File: config.mk
export PLATFORM = sky130hd
export DESIGN_NAME = mer_term
export DESIGN_NICKNAME = d
export VERILOG_FILES = /design/src/rtl/core/mer_pkg.sv /design/src/rtl/core/mer_term.sv
export SDC_FILE = /design/constraint.sdc
export NUM_CORES = 2
export LEC_CHECK = 0
export ABC_AREA = 1
export BUFFER_PORTS_ARGS = -buffer_cell sky130_fd_sc_hd__buf_2
export CAP_MARGIN = 20
export CORE_MARGIN = 10
export CORE_UTILIZATION = 45
export CTS_BUF_LIST = sky130_fd_sc_hd__clkbuf_16
export DETAILED_ROUTE_END_ITERATION = 10
export HOLD_SLACK_MARGIN = 0.05
export MAX_ROUTING_LAYER = met4
export PLACE_DENSITY = 0.67
export SLEW_MARGIN = 10
export SYNTH_ARGS = -nofsm -noshare
export SYNTH_HDL_FRONTEND = slang
export SYNTH_SLANG_ARGS = --single-unit
File: constraint.sdc
create_clock -name clk_i -period 13.8 [get_ports clk_i]
set_clock_uncertainty 0.05 [all_clocks]
set_input_delay 4.14 -clock clk_i [delete_from_list [all_inputs] [get_ports clk_i]]
set_output_delay 4.14 -clock clk_i [all_outputs]
set_load 0.05 [all_outputs]
File: src/rtl/core/mer_pkg.sv
// Shared types, sizes and saturating arithmetic for the marker effect residual update.
// Used by every module of the block; depends on nothing.
`timescale 1ns / 1ps
`default_nettype none

package mer_pkg;

  localparam int ELEMENTS   = 1024;
  localparam int COMPONENTS = 4;

  localparam int IDX_W    = 10;
  localparam int WORD_W   = 32;
  localparam int CLASS_W  = 3;
  localparam int DIFF_W   = WORD_W + 1;
  localparam int PROD_W   = DIFF_W + WORD_W;
  localparam int ROUND_SH = 24;
  localparam int TERM_W   = PROD_W - ROUND_SH;
  localparam int SUM_W    = TERM_W + 2;

  // Store numbering: residual, genetic, then one per mixture component
  localparam int NUM_MEM   = 2 + COMPONENTS;
  localparam int MEM_RES   = 0;
  localparam int MEM_GEN   = 1;
  localparam int MEM_COMP0 = 2;

  typedef logic signed [WORD_W-1:0] word_t;
  typedef logic signed [TERM_W-1:0] term_t;

  typedef enum logic {
    OP_UPDATE = 1'b0,
    OP_LOAD   = 1'b1
  } op_e;

  typedef struct packed {
    op_e                op;
    logic               in_range;
    logic               skip;
    logic               last;
    logic [CLASS_W-1:0] oc;
    logic [CLASS_W-1:0] nc;
    logic [IDX_W-1:0]   idx;
  } ctl_t;

  // Add or subtract a rounded term and clamp to the signed word range
  function automatic word_t sat_add(word_t v, term_t t, logic neg);
    logic signed [SUM_W-1:0] s;
    word_t                   r;
    s = neg ? (SUM_W'(v) - SUM_W'(t)) : (SUM_W'(v) + SUM_W'(t));
    if (s[SUM_W-1:WORD_W-1] == '0 || s[SUM_W-1:WORD_W-1] == '1) begin
      r = s[WORD_W-1:0];
    end else if (s[SUM_W-1]) begin
      r = {1'b1, {(WORD_W-1){1'b0}}};
    end else begin
      r = {1'b0, {(WORD_W-1){1'b1}}};
    end
    return r;
  endfunction

endpackage

`default_nettype wire

File: src/rtl/core/mer_term.sv
// Two-stage fixed-point product: registered multiply, then round-half-up to Q17.24.
// Depends on mer_pkg for operand and term widths.
`timescale 1ns / 1ps
`default_nettype none

module mer_term import mer_pkg::*; (
  input  wire logic                     clk_i,
  input  wire logic                     en_i,
  input  wire logic signed [DIFF_W-1:0] a_i,
  input  wire word_t                    b_i,
  output term_t                         term_o
);

  localparam logic signed [PROD_W-1:0] HALF = PROD_W'(1) << (ROUND_SH - 1);

  logic signed [PROD_W-1:0] prod_q;
  logic signed [PROD_W-1:0] rnd;
  term_t                    term_q;

  always_ff @(posedge clk_i) begin
    if (en_i) begin
      prod_q <= a_i * b_i;
    end
  end

  assign rnd = prod_q + HALF;

  // Arithmetic shift gives the floor of the quotient
  always_ff @(posedge clk_i) begin
    if (en_i) begin
      term_q <= TERM_W'(rnd >>> ROUND_SH);
    end
  end

  assign term_o = term_q;

endmodule

`default_nettype wire

==> tab_implementation.tex <==
\begin{tabular}{lr}
\hline
Metric & Value \\
\hline
\multicolumn{2}{l}{\textbf{Status}} \\
Result of the run & completed \\
\multicolumn{2}{l}{\textbf{Timing}} \\
Ratio of final minimum period to clock period & 0.873 \\
Worst hold slack after final layout & $\sim$0.53 ns \\
Worst-Margin Slew & about 1.0 ns \\
Final Max Tran Viols & 0 \\
RSZ-0062 raised after global routing & no \\
Slew HR & 0.308 \\
Period minus WS final & 12.05 ns \\
Upper clock frequency limit & between 80 and 90 MHz \\
Setup TNS & 0 ns \\
Hold violation count in the final report & 0 \\
Setup-violating endpoint count in the final report & 0 \\
\multicolumn{2}{l}{\textbf{Route}} \\
Post-detailed-route DRC marker count & 0 \\
Post-Route WL & 116,000 um \\
First-iteration detailed-routing DRC count & between 2,000 and 2,500 \\
Total number of vias & between 30,000 and 40,000 \\
WL per Instance & about 18 um \\
Average via count per standard cell & $\sim$4.9 \\
Count of antenna-violating nets left after detailed routing & 0 \\
DRT Pass-1 Iters & 5 \\
\multicolumn{2}{l}{\textbf{CTS}} \\
Resize count post-CTS & 0 \\
H-Tree Depth & 3 \\
Bufs on Longest Clock Path & 2 \\
Clock insertion delay at the later pin of the skew report & between 0.3 and 0.4 ns \\
Clk pin slew, worst setup/hold paths & about 0.08 ns \\
CTS Sinks & slightly above 80 \\
Number of hold buffers added after cts & 0 \\
Number of buffers added by the clock tree synthesis step & 9 \\
Clock tree root driver cell & sky130\_fd\_sc\_hd\_\_clkbuf\_16 \\
Clock tree from TritonCTS & done \\
Total setup buffers inserted after CTS & 0 \\
\multicolumn{2}{l}{\textbf{Synthesis}} \\
Average cell area after synthesis & between 7 and 8 um2 \\
Post-synth EDFFs & 83 \\
Top-area cell type share of the netlist area & 0.519 \\
Instance count of the mapped netlist & about 5,400 \\
Largest area contributor in the netlist & sky130\_fd\_sc\_hd\_\_fa\_1 \\
Number of warnings issued by yosys & 0 \\
Number of nets produced by synthesis & $\sim$6,800 \\
Number of flip-flops and latches in the synthesized netlist & 83 \\
Synth Cell Area & approximately 43,000 um2 \\
Top\_reg\_cell synth & sky130\_fd\_sc\_hd\_\_edfxtp\_1 \\
Unique masters post-synth & 33 \\
Main area contributors after synthesis & sky130\_fd\_sc\_hd\_\_fa\_1 (52\%), sky130\_fd\_sc\_hd\_\_inv\_1 (16\%), sky130\_fd\_sc\_hd\_\_nand2\_1 (13\%), sky130\_fd\_sc\_hd\_\_edfxtp\_1 (5.8\%), sky130\_fd\_sc\_hd\_\_ha\_1 (5.3\%) \\
Async set or reset register ratio after synthesis & 0 \\
Portion of the post-synthesis area used by sequential elements & 0.0581 \\
\multicolumn{2}{l}{\textbf{Die}} \\
Initial standard-cell utilization of the core & 0.453 \\
Area of the die & approximately 110,000 um2 \\
Number of top-level pins & between 100 and 150 \\
Placement Rows & 113 \\
Die height & about 330 um \\
Area of the core & about 95,000 um2 \\
X dimension of the die & approximately 330 um \\
\multicolumn{2}{l}{\textbf{Min path}} \\
Hold Path Class & flip-flop to flip-flop \\
Hold Startpoint & prod\_q[24]\$\_DFFE\_PP\_ \\
\multicolumn{2}{l}{\textbf{Critical path}} \\
Internal reg-to-reg setup slack & 11.77 ns \\
FF-to-FF path depth & 6 \\
Type of element launching the critical path & primary input \\
Worst Setup End Kind & flip-flop \\
Slowest library cell on the worst path & sky130\_fd\_sc\_hd\_\_fa\_1 \\
Beginning of the worst register-to-register path & prod\_q[55]\$\_DFFE\_PP\_ \\
Worst R2R End & term\_o[38]\$\_DFFE\_PP\_ \\
Timing endpoint of the critical path & prod\_q[53]\$\_DFFE\_PP\_ \\
Family of cells with the greatest summed delay on the critical path & adder cells \\
Worst Setup Path Type & primary input to flip-flop \\
Instance count on the critical path & 27 \\
First element of the critical path & b\_i[5] \\
Count of buffering cells on the critical path with inverters included & 9 \\
Arrival time worst endpoint & 12.12 ns \\
Req. time, crit path & around 14 ns \\
Delay contributed by the slowest stage of the critical path & approximately 0.95 ns \\
Maximum net fanout on the critical path & 33 \\
\multicolumn{2}{l}{\textbf{Place}} \\
HPWL after DPL & 97,400 um \\
Count of port buffers added during placement & between 100 and 150 \\
GPL Wtd Cong & 0.982 \\
Area of placed instances & 44,300 um2 \\
DP Cell Count & about 6,600 \\
\multicolumn{2}{l}{\textbf{Global route}} \\
Gr ovfl total & 0 \\
Via count of the first global-routing pass & between 30,000 and 40,000 \\
GRT Resource Usage Total & 0.232 \\
Antenna violations before repair & 8 \\
Largest net degree at the start of global routing & between 80 and 90 \\
Global-route wire length before repair & 193,000 um \\
\multicolumn{2}{l}{\textbf{Finish}} \\
Design area & approximately 45,000 um2 \\
Number of nets in the finished design & 6,661 \\
Most used cells in the layout excluding fill and tap cells & sky130\_fd\_sc\_hd\_\_inv\_1 (1,778), sky130\_fd\_sc\_hd\_\_nand2\_1 (1,488), sky130\_fd\_sc\_hd\_\_fa\_1 (1,111), sky130\_fd\_sc\_hd\_\_ha\_1 (183), sky130\_fd\_sc\_hd\_\_nor2\_1 (173) \\
Most common library cell in the layout ignoring fill and taps & sky130\_fd\_sc\_hd\_\_inv\_1 \\
Area growth, synth to finish & 4.16\% \\
Fraction of final layout cells sized beyond drive strength 1 & 0.0311 \\
Finished Layout Cells & between 6,000 and 7,000 \\
\multicolumn{2}{l}{\textbf{Flow run}} \\
Max-capacitance violation count & 0 \\
\hline
\end{tabular}
==> state kept, by name (all words and copies together) (netlist names) <==
signal,count
term_o,41
prod_q,42
==> metrics by stage <==
step	setup slack, ns	util
after floorplan	2.54	-
after global placement	1.47	0.467
final	1.75	0.472
after CTS	1.72	0.471
after global routing	1.10	0.471
after detailed placement	1.36	0.467
==> metal layers <==
| layer | GRT usage | vias up | part of all wire |
|---|---|---|---|
| met5 | - | - | 0 |
| met3 | 0.0200 | 207 | 0.057 |
| met2 | 0.402 | 1098 | 0.51 |
| met4 | 0.0676 | 0 | 0.032 |
| met1 | 0.287 | 16300 | 0.40 |
| li1 | - | 14600 | - |
==> cells in the mapped netlist (2+ instances only) <==
| cell | number |
|---|---|
| sky130_fd_sc_hd__nand3_2 | 2 |
| sky130_fd_sc_hd__nor3_1 | 21 |
| sky130_fd_sc_hd__xnor2_1 | 17 |
| sky130_fd_sc_hd__inv_1 | 1778 |
| sky130_fd_sc_hd__fa_1 | 1111 |
| sky130_fd_sc_hd__nor2_4 | 2 |
| sky130_fd_sc_hd__buf_1 | 4 |
| sky130_fd_sc_hd__nand3b_1 | 2 |
| sky130_fd_sc_hd__nand3_1 | 64 |
| sky130_fd_sc_hd__nor2_1 | 173 |
| sky130_fd_sc_hd__nor4_1 | 8 |
| sky130_fd_sc_hd__nand2_2 | 4 |
| sky130_fd_sc_hd__or2_2 | 9 |
| sky130_fd_sc_hd__edfxtp_1 | 83 |
| sky130_fd_sc_hd__ha_1 | 183 |
| sky130_fd_sc_hd__a21oi_1 | 89 |
| sky130_fd_sc_hd__xor2_1 | 39 |
| sky130_fd_sc_hd__o21bai_1 | 9 |
| sky130_fd_sc_hd__a21boi_0 | 2 |
| sky130_fd_sc_hd__nand4_1 | 20 |
| sky130_fd_sc_hd__clkbuf_1 | 220 |
| sky130_fd_sc_hd__nand2_1 | 1488 |
| sky130_fd_sc_hd__o21ai_0 | 49 |
| sky130_fd_sc_hd__nor2_2 | 5 |
==> final cells by class <==
cell class              instances  area (um2)
fillers                      9367       50100
clock inverters                 7         128
multi-input cells            3305       32900
diodes                          7        17.5
inverters                    1779        6680
flip-flops and latches         83        2490
well taps                    1265        1580
clock buffers                   9         225
repair buffers                122         671
==> kinds of logic after synthesis <==
group	after synthesis	share of synthesized area
buffers and inverters	2003	0.175
and+or+nand+nor	1804	0.165
adders and majority gates	1294	0.572
AOI/OAI and AO/OA	151	0.0184
DFF	83	0.0581
xor gates and xnor gates	56	0.0114
==> worst min-delay path by stage <==
stage	to	slack, ns	depth (start not counted)
after floorplan	term_o[0]$_DFFE_PP_	0.49	1
after global placement	term_o[0]$_DFFE_PP_	0.53	1
after detailed placement	term_o[0]$_DFFE_PP_	0.53	1
after CTS	term_o[0]$_DFFE_PP_	0.54	1
after global routing	term_o[0]$_DFFE_PP_	0.56	1
final	term_o[0]$_DFFE_PP_	0.53	1
Power is left out: the tool's default activity adds up to more than one toggle a clock period on the data nets, which glitch-free logic cannot reach.
